[src/rtl/ssh_pkg.sv]
// shared types and constants for the sample statistics histogram block
`default_nettype none
package ssh_pkg;

    localparam int SAMPLE_W    = 32;
    localparam int SUM_W       = 42;
    localparam int CNT_W       = 11;
    localparam int ADDR_W      = 10;
    localparam int MAX_SAMPLES = 1024;
    localparam int MAX_BINS    = 32;
    localparam int BINS_W      = 6;
    localparam int BIN_IDX_W   = 5;
    localparam int CFG_RESET   = 10;
    localparam int DIV_NW      = 77;
    localparam int DIV_DW      = 33;
    localparam int DIV_CW      = 7;
    localparam int PROD_W      = 64;
    localparam int BNUM_W      = SAMPLE_W + BINS_W;

    typedef enum logic [1:0] {
        DIV_MEAN,
        DIV_VAR,
        DIV_BIN
    } t_div_sel;

    typedef enum logic [3:0] {
        S_IDLE,
        S_MEAN,
        S_MEAN_WAIT,
        S_SQ,
        S_VAR,
        S_VAR_WAIT,
        S_SQRT,
        S_SUMMARY,
        S_BIN_CLR,
        S_BIN_RD,
        S_BIN_DIV,
        S_BIN_WAIT,
        S_BIN_INC,
        S_BIN_OUT
    } t_state;

    typedef struct packed {
        logic     add;
        logic     rpt_init;
        logic     div_start;
        t_div_sel div_sel;
        logic     mean_take;
        logic     sq_run;
        logic     var_take;
        logic     sqrt_step;
        logic     load_summary;
        logic     bin_clear;
        logic     bin_read;
        logic     bin_inc;
        logic     load_bin;
    } t_cmd;

    typedef struct packed {
        logic empty;
        logic div_done;
        logic sq_done;
        logic sqrt_done;
        logic range_zero;
        logic idx_last;
        logic out_free;
        logic out_last;
    } t_stat;

endpackage
`default_nettype wire

[src/rtl/ssh_ctrl.sv]
// controller state machine sequencing add and report requests
`default_nettype none
module ssh_ctrl (
    input  wire              i_clk,
    input  wire              i_rst_n,
    input  wire              i_in_valid,
    input  wire              i_opcode,
    output logic             o_in_ready,
    input  ssh_pkg::t_stat   i_stat,
    output ssh_pkg::t_cmd    o_cmd
);
    import ssh_pkg::*;

    t_state r_state, n_state;

    // state register
    always_ff @(posedge i_clk) begin
        if (!i_rst_n) begin
            r_state <= S_IDLE;
        end else begin
            r_state <= n_state;
        end
    end

    // next state and commands
    always_comb begin
        n_state    = r_state;
        o_cmd      = '0;
        o_in_ready = 1'b0;
        case (r_state)
            S_IDLE: begin
                o_in_ready = 1'b1;
                if (i_in_valid) begin
                    if (!i_opcode) begin
                        o_cmd.add = 1'b1;
                    end else begin
                        o_cmd.rpt_init = 1'b1;
                        n_state = i_stat.empty ? S_SUMMARY : S_MEAN;
                    end
                end
            end
            S_MEAN: begin
                o_cmd.div_start = 1'b1;
                o_cmd.div_sel   = DIV_MEAN;
                n_state = S_MEAN_WAIT;
            end
            S_MEAN_WAIT: begin
                o_cmd.div_sel = DIV_MEAN;
                if (i_stat.div_done) begin
                    o_cmd.mean_take = 1'b1;
                    n_state = S_SQ;
                end
            end
            S_SQ: begin
                o_cmd.sq_run = 1'b1;
                if (i_stat.sq_done) begin
                    n_state = S_VAR;
                end
            end
            S_VAR: begin
                o_cmd.div_start = 1'b1;
                o_cmd.div_sel   = DIV_VAR;
                n_state = S_VAR_WAIT;
            end
            S_VAR_WAIT: begin
                o_cmd.div_sel = DIV_VAR;
                if (i_stat.div_done) begin
                    o_cmd.var_take = 1'b1;
                    n_state = S_SQRT;
                end
            end
            S_SQRT: begin
                if (i_stat.sqrt_done) begin
                    n_state = S_SUMMARY;
                end else begin
                    o_cmd.sqrt_step = 1'b1;
                end
            end
            S_SUMMARY: begin
                if (i_stat.out_free) begin
                    o_cmd.load_summary = 1'b1;
                    n_state = i_stat.empty ? S_IDLE : S_BIN_CLR;
                end
            end
            S_BIN_CLR: begin
                o_cmd.bin_clear = 1'b1;
                n_state = S_BIN_RD;
            end
            S_BIN_RD: begin
                o_cmd.bin_read = 1'b1;
                n_state = S_BIN_DIV;
            end
            S_BIN_DIV: begin
                o_cmd.div_sel = DIV_BIN;
                if (i_stat.range_zero) begin
                    n_state = S_BIN_INC;
                end else begin
                    o_cmd.div_start = 1'b1;
                    n_state = S_BIN_WAIT;
                end
            end
            S_BIN_WAIT: begin
                o_cmd.div_sel = DIV_BIN;
                if (i_stat.div_done) begin
                    n_state = S_BIN_INC;
                end
            end
            S_BIN_INC: begin
                o_cmd.div_sel = DIV_BIN;
                o_cmd.bin_inc = 1'b1;
                n_state = i_stat.idx_last ? S_BIN_OUT : S_BIN_RD;
            end
            S_BIN_OUT: begin
                if (i_stat.out_free) begin
                    o_cmd.load_bin = 1'b1;
                    if (i_stat.out_last) begin
                        n_state = S_IDLE;
                    end
                end
            end
            default: begin
                n_state = S_IDLE;
            end
        endcase
    end

endmodule
`default_nettype wire

[config.mk]
export PLATFORM = sky130hd
export DESIGN_NAME = ssh_ctrl
export DESIGN_NICKNAME = d
export VERILOG_FILES = /design/src/rtl/ssh_pkg.sv /design/src/rtl/ssh_ctrl.sv
export SDC_FILE = /design/constraint.sdc
export NUM_CORES = 1
export LEC_CHECK = 0
export BUFFER_PORTS_ARGS = -buffer_cell sky130_fd_sc_hd__buf_4
export CAP_MARGIN = 10
export CORE_AREA = 2 2 39 41
export CTS_CLUSTER_SIZE = 10
export DETAILED_ROUTE_END_ITERATION = 10
export DIE_AREA = 0 0 41 43
export GPL_ROUTABILITY_DRIVEN = 0
export PLACE_DENSITY = 0.71
export SYNTH_ARGS = -nofsm -noshare
export SYNTH_HDL_FRONTEND = slang
export SYNTH_SLANG_ARGS = --single-unit
[constraint.sdc]
create_clock -name i_clk -period 2.48 [get_ports i_clk]
set_input_delay 0.124 -clock i_clk [delete_from_list [all_inputs] [get_ports i_clk]]
set_output_delay 0.124 -clock i_clk [all_outputs]
set_load 0.02 [all_outputs]
==> flow_summary_export.csv <==
group,metric,value,unit
placed_design,place.detailed.hpwl,1.07,mm
drt,routed_wire_per_std_cell,12.1,um
critical_path,worst-path-buf-inv,1,
timing,post-route-min-period,1.87,ns
status,run_status,"finished, final reports clean",
logic_synthesis,post_synth_xor_area_fraction,3.27,%
logic_synthesis,muxShareOfSynthArea,9.35,%
global_routing,globalRouteOverflowTotal,0,
clocking,htree_levels,1,
power_and_ir_drop,power_density,837,nW/um^2
timing,fin_crit_share,75.5,%
clocking,path_clk_slew,0.03,ns
finish,ff_latch_area,80.1,um^2
clocking,tritoncts_clock_tree,"yes",
logic_synthesis,asyncSetResetFlopFracSynth,0,%
critical_path,setup.worst_path.class,"reg2out",
critical_path,critical_path.slowest_cell,"dfxtp_1",
clocking,cts_made_buffers,3,
floorplanning,start_util,38.7,%
finish,largest_register_by_flop_count,"r_state",
critical_path,crit_arrival,1.75,ns
timing,clock-skew-final,0.000130,ns
logic_synthesis,synth_area,536,um^2
drt,drt_wl_total,1.39,mm
clocking,cts_hold_buffers_added,0,
critical_path,worstPathMaxFanout,21,
finish,diodes,0,
logic_synthesis,syn-instance-count,76,
logic_synthesis,synth_seq_area_share,15.0,%
logic_synthesis,netlist-cell-type-count,31,
finish,multi_input_area,420,um^2
global_routing,grt_pass1_wl,2.10,mm
clocking,cell_at_the_root_of_the_clock_tree,"clkbuf_4",
clocking,cts.sink_count,4,
power_and_ir_drop,vdd.ir_drop.worst,0.422,mV
timing,timing.slew.headroom,53.0,%
global_routing,vias_in_the_first_global_route,528,
drt,drt_drc_violations_left,0,
logic_synthesis,synth_adder_area_share,0,%
drt,number_of_iterations_in_the_first_detailed_routing_pass,3,
drt,via_count,612,
floorplanning,dieWidth,41,um
clocking,post_cts_resized,0,
logic_synthesis,predominant_post_synthesis_flop_cell,"dfxtp_1",
drt,remaining_number_of_nets_flagged_by_the_antenna_check_after_routing,0,
logic_synthesis,synth.ff_latch_count,4,
timing,hold_slack,0.202,ns
logic_synthesis,main_combinational_cell_family_by_area_after_synthesis,"simple AND/OR/NAND/NOR gates",
logic_synthesis,net_count_after_synthesis,88,
timing,worstMarginPinSlew,0.705,ns
critical_path,worst_ep_required,2.36,ns
drt,dr.first_iter.drc_count,6,
logic_synthesis,synth.avg_cell_area,7.05,um^2
finish,final_nets,113,
clocking,worst_skew_pair.late_latency,0.22,ns
clocking,cts_max_path_buffers,2,
critical_path,cp_cell_sequence,"nand2_1 -> nor4b_1 -> buf_4",
critical_path,critical_path.endpoint_type,"primary output",
timing,setup-tns-final,0,ns
critical_path,maximum_cell_stage_delay_along_the_critical_path,0.76,ns
timing,finalSetupViolations,0,
drt,drt-vias-per-instance,5.32,
logic_synthesis,synth-edff-count,0,
finish,area_growth_syn_to_layout,38.6,%
placed_design,port_buffers,26,
power_and_ir_drop,total_leakage_power,0.320,nW
global_routing,groute.usage.overall,16.9,%
finish,largest_register_ffs,4,
finish,n_fill_cell,142,
floorplanning,design.core.area,1380,um^2
floorplanning,floorplan.die.height,43,um
finish,leading_cell_type_in_the_layout_fill_and_taps_excluded,"buf_4",
finish,mostFrequentLayoutCells,"buf_4 (26), nor2_1 (10), nand2_1 (10), nand2b_1 (7), mux2i_1 (5)",
clocking,cts_post_setup_buffers_inserted,0,
timing,drv_slew,0,
logic_synthesis,yosys.area_share.simple,40.0,%
floorplanning,die_area,1760,um^2
floorplanning,fp-row-count,14,
global_routing,grt_max_degree,22,
worst_hold_path,worst_hold_path_type,"in2reg",
floorplanning,ioPinCount,27,
finish,largest_registers,"r_state (4)",
global_routing,antenna_found_initial,0,
timing,hold_violations,0,
timing,fmaxAchievable,0.534,GHz
finish,drive_gt1_share,33.3,%
critical_path,delay_heaviest_family_cp,"flip-flops",
timing,grt_setup_unrepaired,"false",
critical_path,worst-r2r-setup-slack,0.76,ns
logic_synthesis,synth-compound-area-share,25.9,%
run,drv.max_cap_violation_count,0,
logic_synthesis,yosysWarnings,0,
critical_path,worstSetupStartpointType,"flop",
## cells by family (layout without fill, tap and decap cells)
group | Yosys count | count (layout)
xor gates and xnor gates | 2 | 2
and+or+nand+nor | 41 | 41
AOI/OAI and AO/OA | 17 | 17
DFF | 4 | 4
muxes | 5 | 5
buffers and inverters | 7 | 30
## worst min-delay path: cells and delay by family
family	cells	cell delay (ns)
muxes	1	0.05
buffers and inverters	1	0.14
and+or+nand+nor	1	0.06
## worst paths after layout
check                                             start                      end  depth (start not counted)
worst max-delay path            r_state[0]$_SDFFE_PN0P_                 o_cmd[6]                          3
worst min-delay path                            i_rst_n  r_state[3]$_SDFFE_PN0P_                          3
worst max register to register  r_state[0]$_SDFFE_PN0P_  r_state[2]$_SDFFE_PN0P_                          4
worst min register to register  r_state[1]$_SDFFE_PN0P_  r_state[1]$_SDFFE_PN0P_                          2
## where the power goes
group / switching (mW) / internal (mW) / total [mW]
Combinational: 0.187 / 0.188 / 0.375
Sequential: 0.0869 / 0.0832 / 0.170
Clock: 0.0218 / 0.0538 / 0.0756
## Yosys cell counts, drive strengths merged (2+ instances only)
cell	n	area (um^2)
dfxtp	4	80.1
nor2b	2	12.5
nand3	2	10.0
buf	5	27.5
nor4b	2	17.5
o21ai	2	10.0
a32o	2	20.0
a21oi	3	15.0
mux2i	5	50.1
nor2	10	37.5
nor3	3	15.0
a21o	2	15.0
nand2	10	37.5
nand2b	7	43.8
o32ai	2	17.5
## metal layers
metal	global-route usage, %	part of all wire [%]	vias up
met2	30.3	50	16
met1	18.6	44	272
met4	8.00	0	0
met3	0.524	5.5	0
li1	-	-	324
met5	0	0	-
## cell type report
class	count	share of cell area [%]
flip-flops and latches	4	10.8
clock buffers	3	3.04
inverters	1	0.506
repair buffers	26	26.3
well taps	16	2.70
multi-input cells	65	56.7
## through the flow
step / area, um^2 / util, % / worst slack (ns) / total power [mW] / cells
floorplan: 536 / - / 0.858 / 0.447 / 76
global placement: 719 / 52.0 / 0.802 / 0.544 / 112
detailed placement: 719 / 52.0 / 0.790 / 0.546 / 112
CTS: 742 / 53.6 / 0.624 / 0.626 / 115
global route: 742 / 53.6 / 0.460 / 0.674 / 115
finish: 742 / 53.6 / 0.609 / 0.621 / 115
(Power assumes the default switching activity.)
